--- src/hdl/sobel_edge_threshold_macros.svh ---
// Assertion helpers shared by the checked RTL files.
`ifndef SOBEL_EDGE_THRESHOLD_MACROS_SVH
`define SOBEL_EDGE_THRESHOLD_MACROS_SVH

// Condition that must hold on every clock edge outside reset.
`define SOBEL_ASSERT_ALWAYS(lbl, expr, msg) \
  lbl: assert property (@(posedge clk) disable iff (rst) (expr)) else $error(msg);

// Condition that must hold in the cycle after a trigger.
`define SOBEL_ASSERT_NEXT(lbl, ante, cons, msg) \
  lbl: assert property (@(posedge clk) disable iff (rst) (ante) |=> (cons)) else $error(msg);

// Condition that must hold in the same cycle as a trigger.
`define SOBEL_ASSERT_SAME(lbl, ante, cons, msg) \
  lbl: assert property (@(posedge clk) disable iff (rst) (ante) |-> (cons)) else $error(msg);

`endif

--- src/hdl/sobel_line_mem.sv ---
`timescale 1ns / 1ps
module sobel_line_mem #(
  parameter int DEPTH = 256,
  parameter int AW    = 8,
  parameter int DW    = 16
) (
  input  logic          clk,
  input  logic          rd_en,
  input  logic [AW-1:0] rd_addr,
  output logic [DW-1:0] rd_data,
  input  logic          wr_en,
  input  logic [AW-1:0] wr_addr,
  input  logic [DW-1:0] wr_data
);

  logic [DW-1:0] mem [DEPTH];

  // read-first: a same-cycle write to the read address returns old data
  always_ff @(posedge clk) begin
    if (rd_en) begin
      rd_data <= mem[rd_addr];
    end
    if (wr_en) begin
      mem[wr_addr] <= wr_data;
    end
  end

endmodule

--- config.mk ---
export PLATFORM = sky130hd
export DESIGN_NAME = sobel_line_mem
export DESIGN_NICKNAME = d
export VERILOG_FILES = /design/src/hdl/sobel_edge_threshold_macros.svh /design/src/hdl/sobel_line_mem.sv
export SDC_FILE = /design/constraint.sdc
export NUM_CORES = 2
export LEC_CHECK = 0
export BUFFER_PORTS_ARGS = -buffer_cell sky130_fd_sc_hd__buf_2
export CORE_MARGIN = 2
export CORE_UTILIZATION = 40
export CTS_CLUSTER_DIAMETER = 200
export DETAILED_ROUTE_END_ITERATION = 8
export SLEW_MARGIN = 40
export SYNTH_ARGS = -nofsm -noshare
export SYNTH_HDL_FRONTEND = slang
export SYNTH_SLANG_ARGS = --single-unit
--- constraint.sdc ---
create_clock -name clk -period 2.3 [get_ports clk]
set_input_delay 0 -clock clk [delete_from_list [all_inputs] [get_ports clk]]
set_output_delay 0 -clock clk [all_outputs]
set_load 0.005 [all_outputs]
==> flow_metrics.py <==
metrics = {
    "min_path": {
        "hp-start": "wr_data[9]",
        "hold_class": "input pin to flop",
        "hold_path_depth": 2,
    },
    "logic_synthesis": {
        "ys_seq_area_share_pct": 77.72,
        "synth_cell_types": 51,
        "netlist_top_cells_area": "edfxtp_1 78%, mux4_2 11%, mux2i_1 3.6%, o221ai_1 1.4%, nor2_1 0.72%",
        "yosysMostFrequentCell": "edfxtp_1",
        "synth-seq-cells": 4112,
        "synth_top_flop_cell": "edfxtp_1",
        "syn-num-nets": 7395,
        "syn_avg_cell_area_um2": 21.59,
        "async_flop_share_pct": 0,
        "syn_inst": 7360,
        "synth_commonest_cells": "4,112 x edfxtp_1, 797 x mux4_2, 565 x mux2i_1, 304 x nor2_1, 252 x o221ai_1",
        "yosysTopAreaCellShare_pct": 77.72,
        "syn-cell-area_um2": 158900,
        "yosysTopAreaCell": "edfxtp_1",
        "synth_enable_flop_cells": 4112,
        "yosysWarnings": 0,
    },
    "pwr": {
        "power_density_nw_per_um2": 834.9,
        "clockPowerShare_pct": 41.6,
        "ir_worst_vdd_uv": 687.5,
        "p_leak_nw": 60.83,
        "intPower_w": 0.1234,
        "power_frac_comb_pct": 5.8,
        "seqPwrFrac_pct": 52.6,
        "p_sw_share_pct": 21.57,
        "power.net_switching_w": 0.03394,
    },
    "setup_path": {
        "crit_type": "flop to flop",
        "slowest_delay_ns": 0.58,
        "rr_worst_depth": 6,
        "cp_max_fo": 1,
        "cp_common_cell": "mux4_2",
        "cp_data_required_time_ns": 3.01,
        "reg2reg_from": "mem[19][15]$_DFFE_PP_",
        "crit_slowest_cell": "mux4_2",
        "crit_chain": "mux4_2 -> mux4_2 -> a22o_4 -> o32ai_4 -> buf_6 -> nor4_2",
        "worst_ep_arrival_time_ns": 3.24,
        "crit_start": "mem[19][15]$_DFFE_PP_",
        "endpoint_kind": "flop",
        "critPathLaunchType": "flop",
    },
    "place": {
        "port_buffers": 50,
        "placed_area_um2": 174100,
        "gp_congestion": 0.9042,
        "dp_hpwl_um": 276700,
        "placed_cells": 13290,
    },
    "drt": {
        "drt_iter0_markers": 10020,
        "first_pass_iters": 6,
        "vias": 81460,
        "drc": 0,
        "wirelength_um": 435800,
        "final_antenna_net_count": 0,
        "wire_per_inst_um": 30.97,
        "vias_per_cell": 5.789,
    },
    "finish": {
        "final_core_util_pct": 47.62,
        "drive_gt1_share_pct": 31.93,
        "final_cells": 14070,
        "syn2layout_area_growth_pct": 18.59,
        "final_nets": 8526,
        "finalInstanceArea_um2": 188400,
    },
    "floorplanning": {
        "start_util_pct": 40.15,
        "coreArea_um2": 395700,
        "dieArea_um2": 402200,
        "pin_count": 51,
        "fp.dieW_um": 634.2,
        "rows": 231,
        "die_y_um": 634.2,
    },
    "grt": {
        "grt_pass1_wl_um": 614600,
        "met3_usage_pct": 2.996,
        "grt_use_met2_pct": 35.11,
        "met1_usage_pct": 29.46,
        "grt.busiest_layer": "met2",
        "grt_max_degree": 116,
        "antenna_found_initial": 20,
        "grt_pass1_vias": 81770,
        "grt_usage_pct": 21.39,
        "overflow": 0,
    },
    "sta": {
        "fin_tns_setup_ns": -2.414,
        "fin_worst_skew_ns": 0.05482,
        "finalCritPeriodShare_pct": 110.0,
        "fmax_ghz": 0.3952,
        "relSlewSlack_pct": 38.15,
        "fin_ws_ns": -0.2301,
        "finalMaxSlewViolations": 0,
        "period_minus_slack_ns": 2.530,
        "hold_violations": 0,
        "rsz0062_at_grt": "yes",
        "worst_pin_slew_ns": 0.9206,
        "whs_ns": 0.06462,
        "setup_viol": 16,
    },
    "clock_tree": {
        "clk_latency_ns": 0.96,
        "cts_num_sinks": 4112,
        "cts_tree": "built",
        "clockRootBuffer": "clkbuf_16",
        "cts.clk_slew.worst_paths_ns": 0.06,
        "htree_levels": 5,
        "cts_buffers": 404,
        "post_cts_buffers": 0,
        "cts_buffer_depth": 4,
    },
    "outcome": {
        "outcome": "finished with violations",
        "failed_checks": "setup timing",
    },
    "flow_run": {
        "maxCapViolations": 0,
    },
}
==> what timing repair did <==
| item | CTS | global route |
|---|---|---|
| resized for setup | 122 | 26 |
| gates cloned | 0 | 0 |
| pin swaps | 23 | 15 |
| hold buffers | 41 | 1 |
| endpoints found under the setup margin | 16 | 17 |
| endpoints found under the hold margin | 4968 | 11 |
==> placed cells by master, fill, tap and decap left out, drive strengths merged, types with 40 or more instances in the layout <==
cell type	n
buf	1134
a22oi	43
mux2	88
clkbuf	485
o221ai	253
mux4	797
o22ai	148
a21oi	175
nor2	304
mux2i	565
nor3	92
clkinv	181
bufinv	40
edfxtp	4112
dlygate4sd3	41
==> power by group through the flow <==
| stage | clock, W | combinational [W] | sequential (W) |
|---|---|---|---|
| after floorplan | 0 | 0.00408 | 0.0843 |
| after global placement | 0 | 0.00870 | 0.0844 |
| after detailed placement | 0 | 0.00885 | 0.0844 |
| after CTS | 0.0663 | 0.00914 | 0.0828 |
| after global routing | 0.0691 | 0.00955 | 0.0827 |
| final | 0.0654 | 0.00916 | 0.0828 |
==> per-layer routing <==
layer | share of wire [%] | wire (µm)
met5 | 0.0060 | 26
met4 | 3.8 | 16610
met3 | 7.7 | 33460
met2 | 48 | 211000
met1 | 40 | 174700
==> final timing paths <==
| kind | slack [ns] | endpoint |
|---|---|---|
| max | -0.23 | rd_data[15]$_DFFE_PP_ |
| min | 0.06 | mem[48][9]$_DFFE_PP_ |
| max reg2reg | -0.23 | rd_data[15]$_DFFE_PP_ |
| min reg2reg | 1.25 | rd_data[13]$_DFFE_PP_ |
==> through the flow <==
stage          setup WS, ns  total power [W]
3_5_place_dp         -1.377          0.09321
3_3_place_gp         -1.387          0.09305
2_1_floorplan       0.05106          0.08836
4_1_cts             -0.2366           0.1582
5_1_grt             -0.2623           0.1614
6_report            -0.2301           0.1573
==> area by class of cell <==
cell class / count / area, µm²
diodes: 12 / 30.03
clock buffers: 483 / 10470
flip-flops and latches: 4112 / 123500
multi-input cells: 2792 / 33870
repair buffers: 1177 / 11390
fillers: 31960 / 207300
clock inverters: 249 / 2587
inverters: 4 / 27.53
well taps: 5242 / 6559
==> state kept, by name (all words and copies together) (netlist names) <==
register	flops
mem	4096
rd_data	16
==> critical path: cells and delay by family, from the launching register on <==
family / cells / cell delay, ns
muxes: 2 / 1.09
AOI/OAI and AO/OA: 2 / 0.53
DFF: 1 / 0.37
buffers and inverters: 1 / 0.19
and+or+nand+nor: 1 / 0.06
==> cells by family after synthesis <==
logic type             synth area share [%]
buffers and inverters                 1.692
muxes                                 15.48
and+or+nand+nor                       1.573
AOI/OAI and AO/OA                     3.534
DFF                                   77.72
No activity file was read; power rests on OpenSTA's default activity.
