==> src/hdl/sobel_edge_threshold_macros.svh <==
// Assertion helpers shared by the checked RTL files.
`ifndef SOBEL_EDGE_THRESHOLD_MACROS_SVH
`define SOBEL_EDGE_THRESHOLD_MACROS_SVH

// Condition that must hold on every clock edge outside reset.
`define SOBEL_ASSERT_ALWAYS(lbl, expr, msg) \
  lbl: assert property (@(posedge clk) disable iff (rst) (expr)) else $error(msg);

// Condition that must hold in the cycle after a trigger.
`define SOBEL_ASSERT_NEXT(lbl, ante, cons, msg) \
  lbl: assert property (@(posedge clk) disable iff (rst) (ante) |=> (cons)) else $error(msg);

// Condition that must hold in the same cycle as a trigger.
`define SOBEL_ASSERT_SAME(lbl, ante, cons, msg) \
  lbl: assert property (@(posedge clk) disable iff (rst) (ante) |-> (cons)) else $error(msg);

`endif

==> src/hdl/sobel_pkg.sv <==
`timescale 1ns / 1ps
package sobel_pkg;

  localparam int DEF_MAX_WIDTH  = 256;
  localparam int DEF_MAX_HEIGHT = 256;
  localparam int FIFO_DEPTH     = 8;

  localparam int PADDR_W = 4;
  localparam int PDATA_W = 32;

  localparam int THR_W  = 21;
  localparam int SIZE_W = 9;

  localparam logic [THR_W-1:0]  THRESH_RESET = THR_W'(32581);
  localparam logic [SIZE_W-1:0] SIZE_RESET   = SIZE_W'(256);

  localparam logic [7:0] EDGE_LEVEL = 8'd0;
  localparam logic [7:0] FLAT_LEVEL = 8'd255;

  // register index = paddr[3:2]
  localparam logic [1:0] REG_THRESHOLD = 2'd0;
  localparam logic [1:0] REG_WIDTH     = 2'd1;
  localparam logic [1:0] REG_HEIGHT    = 2'd2;

  typedef struct packed {
    logic       kind;      // 1: drain tick
    logic [7:0] pixel_in;
  } pix_word_t;

  typedef struct packed {
    logic [7:0] pixel_out;
    logic       frame_end;
  } edge_word_t;

endpackage

==> src/hdl/sobel_out_fifo.sv <==
`timescale 1ns / 1ps
module sobel_out_fifo #(
  parameter int DEPTH = sobel_pkg::FIFO_DEPTH
) (
  input  logic                  clk,
  input  logic                  rst,
  input  logic                  push,
  input  sobel_pkg::edge_word_t push_word,
  input  logic                  pop,
  output sobel_pkg::edge_word_t head,
  output logic                  not_empty,
  output logic                  full
);
  import sobel_pkg::*;

  localparam int PW = (DEPTH > 1) ? $clog2(DEPTH) : 1;
  localparam int CW = $clog2(DEPTH + 1);

  edge_word_t     store [DEPTH];
  logic [PW-1:0]  wr_ptr;
  logic [PW-1:0]  rd_ptr;
  logic [CW-1:0]  count;

  assign not_empty = (count != '0);
  assign full      = (count == CW'(DEPTH));
  assign head      = store[rd_ptr];

  always_ff @(posedge clk) begin
    if (push) begin
      store[wr_ptr] <= push_word;
    end
  end

  always_ff @(posedge clk) begin
    if (rst) begin
      wr_ptr <= '0;
      rd_ptr <= '0;
      count  <= '0;
    end else begin
      if (push) begin
        wr_ptr <= (wr_ptr == PW'(DEPTH - 1)) ? '0 : wr_ptr + PW'(1);
      end
      if (pop) begin
        rd_ptr <= (rd_ptr == PW'(DEPTH - 1)) ? '0 : rd_ptr + PW'(1);
      end
      count <= count + CW'(push) - CW'(pop);
    end
  end

endmodule

==> config.mk <==
export PLATFORM = sky130hd
export DESIGN_NAME = sobel_out_fifo
export DESIGN_NICKNAME = d
export VERILOG_FILES = /design/src/hdl/sobel_edge_threshold_macros.svh /design/src/hdl/sobel_pkg.sv /design/src/hdl/sobel_out_fifo.sv
export SDC_FILE = /design/constraint.sdc
export NUM_CORES = 1
export LEC_CHECK = 0
export BUFFER_PORTS_ARGS = -buffer_cell sky130_fd_sc_hd__buf_2
export CELL_PAD_IN_SITES_DETAIL_PLACEMENT = 1
export CELL_PAD_IN_SITES_GLOBAL_PLACEMENT = 2
export CORE_ASPECT_RATIO = 0.7
export CORE_MARGIN = 2
export CORE_UTILIZATION = 49
export DETAILED_ROUTE_END_ITERATION = 12
export PLACE_DENSITY = 0.87
export SYNTH_ARGS = -nofsm -noshare
export SYNTH_HDL_FRONTEND = slang
export SYNTH_SLANG_ARGS = --single-unit
export TNS_END_PERCENT = 30
==> constraint.sdc <==
create_clock -name clk -period 4.9 [get_ports clk]
set_input_delay 1.225 -clock clk [delete_from_list [all_inputs] [get_ports clk]]
set_output_delay 1.225 -clock clk [all_outputs]
set_load 0.02 [all_outputs]
==> impl_results.md <==
* Gpl congestion at 0.816
* P_leak at 1.33 nW
* Vias in the first global route at 1774
* Worst Tran Pin Value at 1.07 ns
* Die Ht at 74.1 um
* Global-route wire length before repair at 9760 um
* Routed length per placed instance at 20.2 um
* Min-Delay Path Class: reg2reg
* Core ar. at 6790 um^2
* Fmax at 273 MHz
* Drt total wl at 6160 um
* Post-route ant nets at 0
* Area growth syn-to-layout at 11.1%
* Status: completed
* Seq cells post-synth at 85
* Reg area at 2420 um^2
* Post_cts resized at 0
* Clk buf depth at 2
* Clk root buf: clkbuf_8
* Total Neg Setup Slack at 0 ns
* Ys Warns at 0
* Critical Path AT at 2.44 ns
* # hold bufs at CTS at 0
* Sequential share of the synthesized area at 70.4%
* TritonCTS buffer count at 9
* Clock transition at path regs at 0.08 ns
* # setup viols final at 0
* RSZ-0062 raised after global routing: no
* Final Hold Fails at 0
* Num Clock Sinks at 85
* Multi-input gate area at 952 um^2
* CTS tree: yes
* Detailed-route via count at 1642
* PwrDens at 386 nW/um^2
* GR Overflow Total at 0
* Pin count of the biggest net entering global routing at 19
* Clk_lat worst skew at 0.34 ns
* IO buf count at 23
* Syn Nets at 202
* Commonest non-fill, non-tap cell in the layout: edfxtp_1
* Post-CTS setup buffer count at 0
* Final Power at 1.47 mW
* Worst setup EP type: output port
* Syn_area_per_cell at 19.3 um^2
* Mapped cell area at 3440 um^2
* Initial antenna violation count at 0
* DRT Pass-1 Iters at 4
* Initial Utilization at 50.7%
* Diode count at 0
* Critical path class: reg2out
* Post-route minimum period at 3.67 ns
* Die area at 7720 um^2
* Crit-path max FO at 18
* DRC violations left at 0
* Layout Nets at 230
* Overall Global Routing Usage at 17.8%
* Slew HR at 28.0%
* Rows at 25
* MaxCap Viol Count at 0
* Post-synth cell types at 26
* Slew Limit Fails at 0
* Most frequent cells in the layout: edfxtp_1 (72), buf_2 (23), mux4_1 (18)
* Nature of the critical path startpoint: register
* Worst Clk Skew at 0.00692 ns
* Number of fill cells at 621
* HPWL after DPL at 3980 um
* Synth Instances at 178
* Share of layout cells above drive strength 1 at 22.7%
* Worst VDD drop at 0.000191 V
* WP data required at 3.67 ns
* Final period util at 74.8%
* First DRT Iteration DRCs at 74
* CTS H-tree lvls at 3
* IO Count at 24
* Number of vias per cell at 5.38
* Die width at 104 um
## worst max-delay path, stage by stage, from the launching register on
cell     delay (ns)
dfxtp_1        1.00
mux4_1         0.66
mux2_2         0.28
buf_2          0.16
## cell families after synthesis
logic type               count (synthesis)  synth area share [%]
flip-flops                              85                  70.4
AND/OR/NAND/NOR                         31                  4.51
multiplexers                            29                  17.3
buffers and inverters                   14                  2.25
adder cells (fa/ha/maj)                 11                  4.22
AO/OA/AOI/OAI                            7                  1.13
XOR/XNOR                                 1                 0.254
## registers in the layout (all words and copies together), names as in the netlist, named ones only
signal and count:
rd_ptr 3, store 72, count 4, wr_ptr 3
## per-layer routing
layer,track usage (%),part of all wire (%),up-vias
li1,-,-,771
met1,22.1,45,832
met2,30.8,50,29
met3,5.17,3.7,10
met4,6.16,1.3,0
met5,0,0,-
## final timing paths
| kind | startpoint | to | slack (ns) | cells past startpoint |
|---|---|---|---|---|
| max | register | head[2] | 1.23 | 3 |
| min | rd_ptr[1]$_SDFFE_PP0P_ | register | 0.50 | 2 |
| max reg2reg | wr_ptr[2]$_SDFFE_PP0P_ | store[7][1]$_DFFE_PP_ | 3.09 | 2 |
| min reg2reg | rd_ptr[1]$_SDFFE_PP0P_ | register | 0.50 | 2 |
## metrics by stage
| stage | setup slack, ns | hold slack (ns) | instances | util (%) | instance area (um^2) |
|---|---|---|---|---|---|
| finish | 1.23 | 0.499 | 305 | 56.3 | 3820 |
| global route | 1.09 | 0.528 | 305 | 56.3 | 3820 |
| CTS | 1.16 | 0.506 | 305 | 56.3 | 3820 |
| detailed placement | 1.55 | 0.493 | 289 | 53.6 | 3640 |
| global placement | 1.63 | 0.490 | 289 | 53.6 | 3640 |
| floorplan | 2.25 | 0.457 | 178 | - | 3440 |
## cell usage after synthesis
cell type,instances,area [um^2]
mux2i_1,2,20.0
a21oi_1,5,25.0
mux2_2,9,101
nand3b_1,2,15.0
buf_1,1,3.75
o21ai_0,1,5.00
a31o_2,1,8.76
inv_1,8,30.0
buf_2,1,5.00
nand2_1,3,11.3
fa_1,1,20.0
and3_1,1,6.26
nor3_1,2,10.0
nor2b_1,2,12.5
buf_6,1,11.3
nand2b_1,6,37.5
edfxtp_1,72,2160
mux4_1,18,473
nor2_1,12,45.0
dfxtp_1,13,260
ha_1,10,125
xor2_1,1,8.76
nand3_1,2,10.0
clkbuf_1,2,7.51
buf_12,1,20.0
nor3b_1,1,7.51
## final cells by class
type | instances | area share, %
sequential | 85 | 63.4
multi-input combinational | 79 | 24.9
clock buffer | 12 | 3.54
tap | 94 | 3.08
timing repair buffer | 23 | 3.01
clock inverter | 4 | 1.31
inverter | 8 | 0.786
## where the power goes
part / leakage, nW / switching, mW / internal (mW)
sequential: 0.761 / 0.0194 / 0.811
clock: 0.0866 / 0.229 / 0.235
combinational: 0.483 / 0.0999 / 0.0794
Power figures use the tool's default switching activity.
